**src/hdl/sha1md_pkg.sv**
```systemverilog
`default_nettype none

package sha1md_pkg;

  localparam int unsigned ROUNDS     = 80;
  localparam int unsigned BLK_WORDS  = 16;
  localparam int unsigned CHAIN_WORDS = 5;
  localparam int unsigned DIGEST_BYTES = 20;
  localparam int unsigned COUNT_W    = 61;

  localparam logic [7:0] PAD_BYTE = 8'h80;

  localparam logic [31:0] ROUND_K [4] = '{
    32'h5A827999, 32'h6ED9EBA1, 32'h8F1BBCDC, 32'hCA62C1D6
  };

  localparam logic [31:0] H_INIT [CHAIN_WORDS] = '{
    32'h67452301, 32'hEFCDAB89, 32'h98BADCFE, 32'h10325476, 32'hC3D2E1F0
  };

  typedef struct packed {
    logic [7:0] data_byte;
    logic       has_byte;
    logic       end_of_message;
  } in_t;

  typedef struct packed {
    logic [7:0] digest_byte;
    logic       digest_last;
  } out_t;

  typedef enum logic [1:0] {
    SEL_DATA,
    SEL_PAD,
    SEL_ZERO,
    SEL_LEN
  } byte_sel_t;

  typedef struct packed {
    logic       shift_en;
    byte_sel_t  byte_sel;
    logic [2:0] len_idx;
    logic       count_inc;
    logic       load_vars;
    logic       round_en;
    logic       add_chain;
    logic       digest_shift;
    logic       clear;
  } cmd_t;

  typedef struct packed {
    logic pos_last;
    logic pos_pad;
    logic round_last;
  } stat_t;

endpackage

`default_nettype wire

```
**src/hdl/sha1md_dp.sv**
```systemverilog
`default_nettype none

module sha1md_dp (
  input  wire logic              clk,
  input  wire logic              rst_n,
  input  wire sha1md_pkg::cmd_t  cmd,
  input  wire logic [7:0]        data_byte,
  output sha1md_pkg::stat_t      stat,
  output logic [7:0]             digest_byte
);

  localparam logic [5:0] POS_LAST = 6'd63;
  localparam logic [5:0] POS_PAD  = 6'd56;
  localparam logic [6:0] RND_LAST = 7'(sha1md_pkg::ROUNDS - 1);

  logic [31:0] blk_r   [sha1md_pkg::BLK_WORDS];
  logic [31:0] blk_nxt [sha1md_pkg::BLK_WORDS];
  logic [31:0] chain_r   [sha1md_pkg::CHAIN_WORDS];
  logic [31:0] chain_nxt [sha1md_pkg::CHAIN_WORDS];
  logic [31:0] a_r, b_r, c_r, d_r, e_r;
  logic [5:0]  pos_r;
  logic [sha1md_pkg::COUNT_W-1:0] count_r;
  logic [6:0]  rnd_r;

  logic [63:0] len_bits;
  logic [7:0]  in_byte;
  logic [31:0] sched_new;
  logic [1:0]  q;
  logic [31:0] f;
  logic [31:0] tmp;

  assign len_bits = {count_r, 3'b000};

  always_comb begin
    case (cmd.byte_sel)
      sha1md_pkg::SEL_DATA: in_byte = data_byte;
      sha1md_pkg::SEL_PAD:  in_byte = sha1md_pkg::PAD_BYTE;
      sha1md_pkg::SEL_ZERO: in_byte = 8'h00;
      sha1md_pkg::SEL_LEN:  in_byte = len_bits[{~cmd.len_idx, 3'b000} +: 8];
      default:              in_byte = 8'h00;
    endcase
  end

  // blk_r[i] holds schedule word t+i during the rounds
  assign sched_new = blk_r[13] ^ blk_r[8] ^ blk_r[2] ^ blk_r[0];

  always_comb begin
    if (rnd_r < 7'd20) begin
      q = 2'd0;
    end else if (rnd_r < 7'd40) begin
      q = 2'd1;
    end else if (rnd_r < 7'd60) begin
      q = 2'd2;
    end else begin
      q = 2'd3;
    end
  end

  always_comb begin
    case (q)
      2'd0:    f = (b_r & c_r) | (~b_r & d_r);
      2'd2:    f = (b_r & c_r) | (b_r & d_r) | (c_r & d_r);
      default: f = b_r ^ c_r ^ d_r;
    endcase
  end

  assign tmp = {a_r[26:0], a_r[31:27]} + f + e_r + blk_r[0] + sha1md_pkg::ROUND_K[q];

  always_comb begin
    for (int i = 0; i < sha1md_pkg::BLK_WORDS; i++) begin
      blk_nxt[i] = blk_r[i];
    end
    if (cmd.shift_en) begin
      for (int i = 0; i < sha1md_pkg::BLK_WORDS - 1; i++) begin
        blk_nxt[i] = {blk_r[i][23:0], blk_r[i+1][31:24]};
      end
      blk_nxt[sha1md_pkg::BLK_WORDS-1] = {blk_r[sha1md_pkg::BLK_WORDS-1][23:0], in_byte};
    end else if (cmd.round_en) begin
      for (int i = 0; i < sha1md_pkg::BLK_WORDS - 1; i++) begin
        blk_nxt[i] = blk_r[i+1];
      end
      blk_nxt[sha1md_pkg::BLK_WORDS-1] = {sched_new[30:0], sched_new[31]};
    end
  end

  always_comb begin
    for (int i = 0; i < sha1md_pkg::CHAIN_WORDS; i++) begin
      chain_nxt[i] = chain_r[i];
    end
    if (cmd.clear) begin
      for (int i = 0; i < sha1md_pkg::CHAIN_WORDS; i++) begin
        chain_nxt[i] = sha1md_pkg::H_INIT[i];
      end
    end else if (cmd.add_chain) begin
      chain_nxt[0] = chain_r[0] + a_r;
      chain_nxt[1] = chain_r[1] + b_r;
      chain_nxt[2] = chain_r[2] + c_r;
      chain_nxt[3] = chain_r[3] + d_r;
      chain_nxt[4] = chain_r[4] + e_r;
    end else if (cmd.digest_shift) begin
      // whole chaining value moves up one byte per output transfer
      for (int i = 0; i < sha1md_pkg::CHAIN_WORDS - 1; i++) begin
        chain_nxt[i] = {chain_r[i][23:0], chain_r[i+1][31:24]};
      end
      chain_nxt[sha1md_pkg::CHAIN_WORDS-1] = {chain_r[sha1md_pkg::CHAIN_WORDS-1][23:0], 8'h00};
    end
  end

  always_ff @(posedge clk) begin
    for (int i = 0; i < sha1md_pkg::BLK_WORDS; i++) begin
      blk_r[i] <= blk_nxt[i];
    end
    if (cmd.load_vars) begin
      a_r <= chain_r[0];
      b_r <= chain_r[1];
      c_r <= chain_r[2];
      d_r <= chain_r[3];
      e_r <= chain_r[4];
    end else if (cmd.round_en) begin
      e_r <= d_r;
      d_r <= c_r;
      c_r <= {b_r[1:0], b_r[31:2]};
      b_r <= a_r;
      a_r <= tmp;
    end
  end

  always_ff @(posedge clk) begin
    if (!rst_n) begin
      for (int i = 0; i < sha1md_pkg::CHAIN_WORDS; i++) begin
        chain_r[i] <= sha1md_pkg::H_INIT[i];
      end
      pos_r   <= '0;
      count_r <= '0;
      rnd_r   <= '0;
    end else begin
      for (int i = 0; i < sha1md_pkg::CHAIN_WORDS; i++) begin
        chain_r[i] <= chain_nxt[i];
      end
      if (cmd.clear) begin
        pos_r   <= '0;
        count_r <= '0;
      end else begin
        if (cmd.shift_en) begin
          pos_r <= pos_r + 6'd1;
        end
        if (cmd.count_inc) begin
          count_r <= count_r + {{(sha1md_pkg::COUNT_W-1){1'b0}}, 1'b1};
        end
      end
      if (cmd.load_vars) begin
        rnd_r <= '0;
      end else if (cmd.round_en) begin
        rnd_r <= (rnd_r == RND_LAST) ? 7'd0 : rnd_r + 7'd1;
      end
    end
  end

  assign stat.pos_last   = (pos_r == POS_LAST);
  assign stat.pos_pad    = (pos_r == POS_PAD);
  assign stat.round_last = (rnd_r == RND_LAST);

  assign digest_byte = chain_r[0][31:24];

endmodule

`default_nettype wire

```
**src/hdl/sha1md_ctrl.sv**
```systemverilog
`default_nettype none

module sha1md_ctrl (
  input  wire logic               clk,
  input  wire logic               rst_n,
  input  wire logic               in_valid,
  input  wire logic               has_byte,
  input  wire logic               end_of_message,
  output logic                    in_ready,
  output logic                    out_valid,
  input  wire logic               out_ready,
  output logic                    digest_last,
  input  wire sha1md_pkg::stat_t  stat,
  output sha1md_pkg::cmd_t        cmd
);

  localparam logic [4:0] OUT_LAST = 5'(sha1md_pkg::DIGEST_BYTES - 1);

  typedef enum logic [2:0] {
    S_IDLE,
    S_PAD80,
    S_PADZ,
    S_PADLEN,
    S_LOAD,
    S_ROUND,
    S_ADD,
    S_OUT
  } state_t;

  typedef enum logic [1:0] {
    RET_IDLE,
    RET_PAD80,
    RET_PADZ,
    RET_OUT
  } ret_t;

  state_t     state_r, state_nxt;
  ret_t       ret_r, ret_nxt;
  logic [2:0] len_idx_r, len_idx_nxt;
  logic [4:0] out_idx_r, out_idx_nxt;

  always_comb begin
    state_nxt   = state_r;
    ret_nxt     = ret_r;
    len_idx_nxt = len_idx_r;
    out_idx_nxt = out_idx_r;
    cmd         = '0;
    cmd.byte_sel = sha1md_pkg::SEL_DATA;
    cmd.len_idx  = len_idx_r;
    case (state_r)
      S_IDLE: begin
        if (in_valid) begin
          if (has_byte) begin
            cmd.shift_en  = 1'b1;
            cmd.count_inc = 1'b1;
          end
          if (has_byte && stat.pos_last) begin
            state_nxt = S_LOAD;
            ret_nxt   = end_of_message ? RET_PAD80 : RET_IDLE;
          end else if (end_of_message) begin
            state_nxt = S_PAD80;
          end
        end
      end
      S_PAD80: begin
        cmd.shift_en = 1'b1;
        cmd.byte_sel = sha1md_pkg::SEL_PAD;
        if (stat.pos_last) begin
          state_nxt = S_LOAD;
          ret_nxt   = RET_PADZ;
        end else begin
          state_nxt = S_PADZ;
        end
      end
      S_PADZ: begin
        if (stat.pos_pad) begin
          state_nxt   = S_PADLEN;
          len_idx_nxt = '0;
        end else begin
          cmd.shift_en = 1'b1;
          cmd.byte_sel = sha1md_pkg::SEL_ZERO;
          if (stat.pos_last) begin
            state_nxt = S_LOAD;
            ret_nxt   = RET_PADZ;
          end
        end
      end
      S_PADLEN: begin
        cmd.shift_en = 1'b1;
        cmd.byte_sel = sha1md_pkg::SEL_LEN;
        len_idx_nxt  = len_idx_r + 3'd1;
        if (len_idx_r == 3'd7) begin
          state_nxt = S_LOAD;
          ret_nxt   = RET_OUT;
        end
      end
      S_LOAD: begin
        cmd.load_vars = 1'b1;
        state_nxt     = S_ROUND;
      end
      S_ROUND: begin
        cmd.round_en = 1'b1;
        if (stat.round_last) begin
          state_nxt = S_ADD;
        end
      end
      S_ADD: begin
        cmd.add_chain = 1'b1;
        case (ret_r)
          RET_IDLE:  state_nxt = S_IDLE;
          RET_PAD80: state_nxt = S_PAD80;
          RET_PADZ:  state_nxt = S_PADZ;
          RET_OUT:   state_nxt = S_OUT;
          default:   state_nxt = S_IDLE;
        endcase
        out_idx_nxt = '0;
      end
      S_OUT: begin
        if (out_ready) begin
          cmd.digest_shift = 1'b1;
          out_idx_nxt      = out_idx_r + 5'd1;
          if (out_idx_r == OUT_LAST) begin
            // digest done, start over for the next message
            cmd.clear   = 1'b1;
            out_idx_nxt = '0;
            state_nxt   = S_IDLE;
          end
        end
      end
      default: begin
        state_nxt = S_IDLE;
      end
    endcase
  end

  always_ff @(posedge clk) begin
    if (!rst_n) begin
      state_r   <= S_IDLE;
      ret_r     <= RET_IDLE;
      len_idx_r <= '0;
      out_idx_r <= '0;
    end else begin
      state_r   <= state_nxt;
      ret_r     <= ret_nxt;
      len_idx_r <= len_idx_nxt;
      out_idx_r <= out_idx_nxt;
    end
  end

  assign in_ready    = (state_r == S_IDLE);
  assign out_valid   = (state_r == S_OUT);
  assign digest_last = (out_idx_r == OUT_LAST);

endmodule

`default_nettype wire

```
**src/hdl/sha1_message_digest_core.sv**
```systemverilog
`default_nettype none

// sha-1 digest core, one message byte per input transfer
// input: a message byte is taken while in_ready is high; a full 64-byte block is then
//   compressed (load, 80 rounds of the single round unit, chain add) with input held off
// end of message: padding and length bytes are shifted in with one or two compressions,
//   then 20 digest bytes at up to one per cycle while out_ready is high
// reset: synchronous, active low; chaining value back to initial constants, counters cleared
module sha1_message_digest_core (
  input  wire logic              clk,
  input  wire logic              rst_n,
  input  wire logic              in_valid,
  output logic                   in_ready,
  input  wire sha1md_pkg::in_t   in_data,
  output logic                   out_valid,
  input  wire logic              out_ready,
  output sha1md_pkg::out_t       out_data
);

  sha1md_pkg::cmd_t  cmd;
  sha1md_pkg::stat_t stat;
  logic              digest_last;
  logic [7:0]        digest_byte;

  sha1md_ctrl u_ctrl (
    .clk            (clk),
    .rst_n          (rst_n),
    .in_valid       (in_valid),
    .has_byte       (in_data.has_byte),
    .end_of_message (in_data.end_of_message),
    .in_ready       (in_ready),
    .out_valid      (out_valid),
    .out_ready      (out_ready),
    .digest_last    (digest_last),
    .stat           (stat),
    .cmd            (cmd)
  );

  sha1md_dp u_dp (
    .clk         (clk),
    .rst_n       (rst_n),
    .cmd         (cmd),
    .data_byte   (in_data.data_byte),
    .stat        (stat),
    .digest_byte (digest_byte)
  );

  assign out_data.digest_byte = digest_byte;
  assign out_data.digest_last = digest_last;

endmodule

`default_nettype wire

```
**config.mk**
```make
export PLATFORM = sky130hd
export DESIGN_NAME = sha1_message_digest_core
export DESIGN_NICKNAME = d
export VERILOG_FILES = /design/src/hdl/sha1md_pkg.sv /design/src/hdl/sha1md_dp.sv /design/src/hdl/sha1md_ctrl.sv /design/src/hdl/sha1_message_digest_core.sv
export SDC_FILE = /design/constraint.sdc
export NUM_CORES = 2
export LEC_CHECK = 0
export BUFFER_PORTS_ARGS = -buffer_cell sky130_fd_sc_hd__clkbuf_2
export CAP_MARGIN = 0
export CORE_MARGIN = 4
export CORE_UTILIZATION = 40
export CTS_BUF_LIST = sky130_fd_sc_hd__clkbuf_4 sky130_fd_sc_hd__clkbuf_8
export DETAILED_ROUTE_END_ITERATION = 10
export PLACE_DENSITY = 0.51
export SLEW_MARGIN = 10
export SYNTH_ARGS = -nofsm -noshare
export SYNTH_HDL_FRONTEND = slang
export SYNTH_HIERARCHICAL = 1
export SYNTH_SLANG_ARGS = --single-unit
```
**constraint.sdc**
```tcl
create_clock -name clk -period 16 [get_ports clk]
set_input_delay 0 -clock clk [delete_from_list [all_inputs] [get_ports clk]]
set_output_delay 0 -clock clk [all_outputs]
set_load 0.005 [all_outputs]
```
# == Yosys cells after proc, flatten, opt, wreduce, memory -nomap -nowiden ==
# Memories as Yosys holds them, arrays and structs flattened.
# Cells that the tools add are included.
# totals
reg_bits,247
latchBits,0
mem_bits_rw,672
rom_bits,0
in_bits,14
memories,2
# classes
n_addsub,14
mul,0
div_mod_pow,0
order_cmp,4
eq_ne,29
shifts,1
muxes,67
n_bitwise,21
reduce_logical,16
# memory_table
memory,depth,word_bits,rd,rd_clocked_by_memory_dff,wr,line_no,rtl
u_dp.blk_r,16,32,16,0,16,sha1md_dp.sv:16,logic [31:0] blk_r [sha1md_pkg::BLK_WORDS];
u_dp.chain_r,5,32,5,0,5,sha1md_dp.sv:18,logic [31:0] chain_r [sha1md_pkg::CHAIN_WORDS];
# ops
operator,count
2-to-1 mux 512 bit,2
2-to-1 mux 32 bit,17
2-to-1 mux 160 bit,3
adder 32 bit,9
XOR 32 bit,5
AND 32 bit,4
OR 32 bit,3
binary-select mux 32 bit (select 2 bit),1
case mux 32 bit (2 select lines),1
indexed part select 64 x 7 -> 8 bit,1
"adder 61 x 1 -> 61 bit, second input constant",1
2-to-1 mux 3 bit,12
NOT 32 bit,1
case mux 8 bit (4 select lines),1
case mux 3 bit (8 select lines),1
2-to-1 mux 2 bit,9
"equality test 3 bit, second input constant",5
"less-than comparator 7 x 6 -> 1 bit, second input constant",2
"equality test 6 bit, second input constant",2
case mux 3 bit (4 select lines),1
2-to-1 mux 1 bit,11
"equality test 2 bit, second input constant",5
2-to-1 mux 5 bit,2
case mux 5 bit (2 select lines),1
other kinds (33),52

# == Longest topological paths before layout ==
# logic_depth
depth_word,12
ltp_mapped,29

# == By module ==
# The synthesis kept the hierarchy.
# modules_own_cells
module,n_inst,cells_per_inst,area_each_um2,seq_area_each_um2
sha1md_dp,1,4687,52693.0,24863.8
sha1md_ctrl,1,115,919.6,260.2
sha1_message_digest_core,1,1,7.5,0.0

# == Worst setup path after synthesis ==
# No wires, ideal clock.
# synth_path
kind,register to register
start,"register, netlist name u_dp/pos_r[0]"
end,memory u_dp.blk_r[0][0] (enable)
setup_time_ps,667
t_arrival_ps,8004
t_required_ps,15333
slack_ps,7329
path_stages_with_launch,11
path_cell_list,dfxtp_1 -> inv_1 -> ha_1 -> nor3b_1 -> nand2_1 -> a21oi_1 -> nor2_1 -> clkbuf_1 -> clkbuf_1 -> clkbuf_1 -> or2_2
# synth_rtl
element,line_no
to (decl),sha1md_dp.sv:16

# == Worst setup path in the final report ==
# layout_path
start,register u_dp.rnd_r[2]
end,"register u_dp.a_r[31], data pin"
# layout_between
elab_chain_cells,12
# layout_rtl
element,line_no,rtl
from (decl),sha1md_dp.sv:23,logic [6:0] rnd_r;
from (signal assigned),sha1md_dp.sv:154,rnd_r <= (rnd_r == RND_LAST) ? 7'd0 : rnd_r + 7'd1;
less-than comparator 7 x 6 -> 1 bit,sha1md_dp.sv:52,end else if (rnd_r < 7'd60) begin
2-to-1 mux 1 bit,sha1md_dp.sv:52,
2-to-1 mux 2 bit,sha1md_dp.sv:50,end else if (rnd_r < 7'd40) begin
2-to-1 mux 2 bit (*),sha1md_dp.sv:48,if (rnd_r < 7'd20) begin
equality test 2 bit or zero test 2 bit (tied branches),sha1md_dp.sv:60,case (q)
case mux 32 bit (2 select lines),sha1md_dp.sv:60,
adder 32 bit (3 in a row),sha1md_dp.sv:67,"assign tmp = {a_r[26:0], a_r[31:27]} + f + e_r + blk_r[0] + sha1md_pkg::ROUND_K[q];"
adder 32 bit (*),sha1md_dp.sv:67,
2-to-1 mux 32 bit (*),sha1md_dp.sv:119,end else if (cmd.round_en) begin
2-to-1 mux 32 bit (*),sha1md_dp.sv:113,if (cmd.load_vars) begin
to (signal assigned),sha1md_dp.sv:114,a_r <= chain_r[0];
to (signal assigned),sha1md_dp.sv:124,a_r <= tmp;
to (decl),sha1md_dp.sv:20,"logic [31:0] a_r, b_r, c_r, d_r, e_r;"
# Every way passes the cells marked *; elsewhere a longest branch is shown, timed or not. The select of a mux whose other input is x is not followed.
# A chain may end at the register's enable or synchronous reset.

==> impl_metrics.json <==
{
  "slowest_stage": "inv_1",
  "max_slew.worst_pin.slew_ns": 1.17,
  "grt_max_degree": 170,
  "cts_resized": 0,
  "crit_type": "reg2reg",
  "fin_skew_ns": 0.0733,
  "seq_area_mm2": 0.0251,
  "ant_nets": 0,
  "reg2reg_depth": 26,
  "drv_cap": 0,
  "finalPower_uw": 11000,
  "die_y_um": 374,
  "place_congestion": 0.952,
  "netlist_area_mm2": 0.0536,
  "vdd_drop_max_uv": 135,
  "grtUsageTotal_pct": 21.5,
  "dp_hpwl_um": 111000,
  "nets": 5172,
  "arrival_ns": 8.68,
  "cts_buffer_depth": 3,
  "r2r-end": "u_dp/a_r[31]",
  "finalHoldWorstSlack_ns": 0.146,
  "wl_per_cell_um": 22.8,
  "multi_input_area_mm2": 0.0262,
  "synth_ff_type": "edfxtp_1",
  "required_ns": 16.60,
  "h-tree-depth": 4,
  "period_minus_slack_ns": 8.07,
  "setup_violations": 0,
  "start_util_pct": 40.2,
  "drtIter0Drc": 3179,
  "endpoint_kind": "flop",
  "synth_edf_count": 672,
  "cts_tree": "done",
  "grt_pass1_vias": 36100,
  "power.density_cell_area_mw_per_mm2": 186,
  "clkLatencyLatePin_ns": 0.90,
  "drive_above_1_share_pct": 18.6,
  "cts_sinks": 919,
  "start_kind": "flop",
  "post-route-drc-count": 0,
  "synth_seq_area_share_pct": 46.9,
  "dieArea_mm2": 0.140,
  "drtPass1Iterations": 8,
  "vias_per_cell": 5.43,
  "grt_pass1_wl_um": 230000,
  "crit_path_end": "u_dp/a_r[31]",
  "drv_slew": 0,
  "rsz0062_at_grt": "false",
  "crit_fanout": 69,
  "fp.dieW_um": 374,
  "pin_count": 25,
  "status": "completed",
  "core.rowCount": 134,
  "critPathMaxStageDelay_ns": 0.84,
  "min_path_type": "in2reg",
  "cts_setup_buffers": 0,
  "core_area_mm2": 0.133,
  "ys_seq_elements": 919,
  "area_growth_pct": 10.1,
  "fill_cells": 12600,
  "r2r_slack_ns": 7.93,
  "fin_tns_setup_ns": 0,
  "cts-hold-fix-buffers": 19,
  "grt-ovfl-total": 0,
  "finish.utilization_pct": 44.3,
  "yosysWarnings": 6,
  "slew_headroom_pct": 22.0,
  "synth_cell_types": 90,
  "wirelength_um": 154000,
  "antenna_found_initial": 11,
  "r2r_start": "u_dp/rnd_r[2]",
  "clkTransAtPathRegs_ns": 0.06,
  "hold_viol_final": 0,
  "fmax_mhz": 124,
  "total_leakage_power_uw": 0.0220,
  "finalCritPeriodShare_pct": 50.5,
  "fin_ws_ns": 7.93,
  "dp_slack_ns": 8.01,
  "async_flop_share_pct": 0,
  "syn_nets": 5147,
  "critPathLaunch": "u_dp/rnd_r[2]",
  "cts_buffers": 169,
  "ctsRootBufferMaster": "clkbuf_8",
  "num_vias": 36600,
  "synth_cells": 4803,
  "synth_area_per_cell_um2": 11.2,
  "portBuffers": 24
}
logic make-up (layout without fill, tap and decap cells):
group | count (synthesis) | count (layout) | synth area share, %
XOR/XNOR | 314 | 314 | 5.13
flip-flops | 919 | 919 | 46.9
AND/OR/NAND/NOR | 959 | 959 | 8.30
buffers and inverters | 599 | 758 | 4.29
multiplexers | 681 | 681 | 14.2
adder cells (fa/ha/maj) | 330 | 330 | 9.45
other | 0 | 3 | 0
AO/OA/AOI/OAI | 1001 | 1001 | 11.7
sequential cells by signal (all words and copies together), names as in the netlist:
register,flops
u_dp/a_r,32
u_ctrl/ret_r,2
u_dp/d_r,32
u_dp/rnd_r,7
u_ctrl/state_r,3
u_ctrl/out_idx_r,5
u_ctrl/len_idx_r,3
u_dp/count_r,61
u_dp/c_r,32
u_dp/b_r,32
u_dp/blk_r,512
u_dp/pos_r,6
u_dp/chain_r,160
u_dp/e_r,32
how the worst min path moves through the flow:
stage,endpoint,cells past startpoint,slack (ns),from
5_1_grt,u_dp/blk_r[1][225],4,0.11,in_data[3]
3_3_place_gp,u_dp/blk_r[1][226],3,0.42,in_data[4]
3_5_place_dp,u_dp/blk_r[1][226],3,0.42,in_data[4]
2_1_floorplan,u_ctrl/state_r[2],2,0.14,rst_n
4_1_cts,u_dp/blk_r[1][225],4,0.02,in_data[3]
6_report,u_dp/blk_r[1][225],4,0.15,in_data[3]
synth_stat cells (9+ instances only):
master	count	share of area (%)
dfxtp_1	247	9.2
mux2_2	527	11
a21oi_1	199	1.9
a31oi_1	20	0.23
o22ai_1	46	0.54
mux2i_1	140	2.6
nor3_1	39	0.36
inv_1	372	2.6
nand2b_1	33	0.39
ha_1	205	4.8
a22oi_1	22	0.31
clkbuf_1	189	1.3
mux4_2	13	0.55
nor3b_1	9	0.13
nand3_1	65	0.61
or2_2	9	0.10
and3_1	29	0.34
o21a_1	26	0.36
a211oi_1	71	0.99
o21ai_0	326	3.0
fa_1	125	4.7
a21o_1	98	1.4
nand2_1	389	2.7
or3_1	27	0.32
edfxtp_1	672	38
nor2_1	222	1.6
nand4_1	28	0.33
buf_4	12	0.17
nor2b_1	48	0.56
o211ai_1	48	0.67
xnor2_1	206	3.4
buf_1	22	0.15
o21bai_1	22	0.31
and2_1	17	0.20
o31ai_1	13	0.18
a211o_1	12	0.20
xor2_1	108	1.8
through the flow:
step / instances / cell area [um^2]
after floorplan: 4803 / 53600
after global placement: 6406 / 55400
after detailed placement: 6406 / 55400
after CTS: 6730 / 59000
after global routing: 6731 / 59100
final: 6733 / 59100
routing by layer:
metal	vias up	part of all wire (%)	track usage (%)
met4	8	4.1	8.87
li1	17400	-	-
met5	-	0.031	0
met2	979	45	33.6
met1	17900	45	29.2
met3	284	6.0	4.14
worst max-delay path: cells and delay by family, from the launching register on:
kind | cells | cell delay, ns
adders and majority gates | 6 | 2.51
and+or+nand+nor | 2 | 0.21
DFF | 1 | 0.42
xor gates and xnor gates | 1 | 0.13
AOI/OAI and AO/OA | 12 | 2.67
buffers and inverters | 5 | 1.81
cells in the final DEF (no fill, tap or decap), types with 47 or more instances in the layout:
cell type,n
clkbuf_8,177
a21oi_1,199
a211oi_1,71
edfxtp_1,672
dfxtp_1,247
nor2b_1,47
o211ai_1,48
o21ai_0,326
clkbuf_4,66
nor2_1,219
nand2_1,389
inv_1,371
nand3_1,65
xnor2_1,206
mux2i_1,140
a21o_1,98
fa_1,125
ha_1,205
xor2_1,108
mux2_2,527
layout make-up:
type / instances / share of cell area, %
multi-input combinational: 3285 / 44.4
tap: 1768 / 3.75
clock inverter: 62 / 0.905
clock buffer: 243 / 4.96
timing repair buffer: 81 / 1.03
sequential: 919 / 42.5
inverter: 372 / 2.36
antenna: 3 / 0.0127
power breakdown:
group	total, uW	switching (uW)	internal, uW
clock	2340	1070	1260
sequential	4480	544	3940
combinational	4170	2240	1930
total	11000	3860	7130
Note: power is estimated with default switching activity, not from simulation.
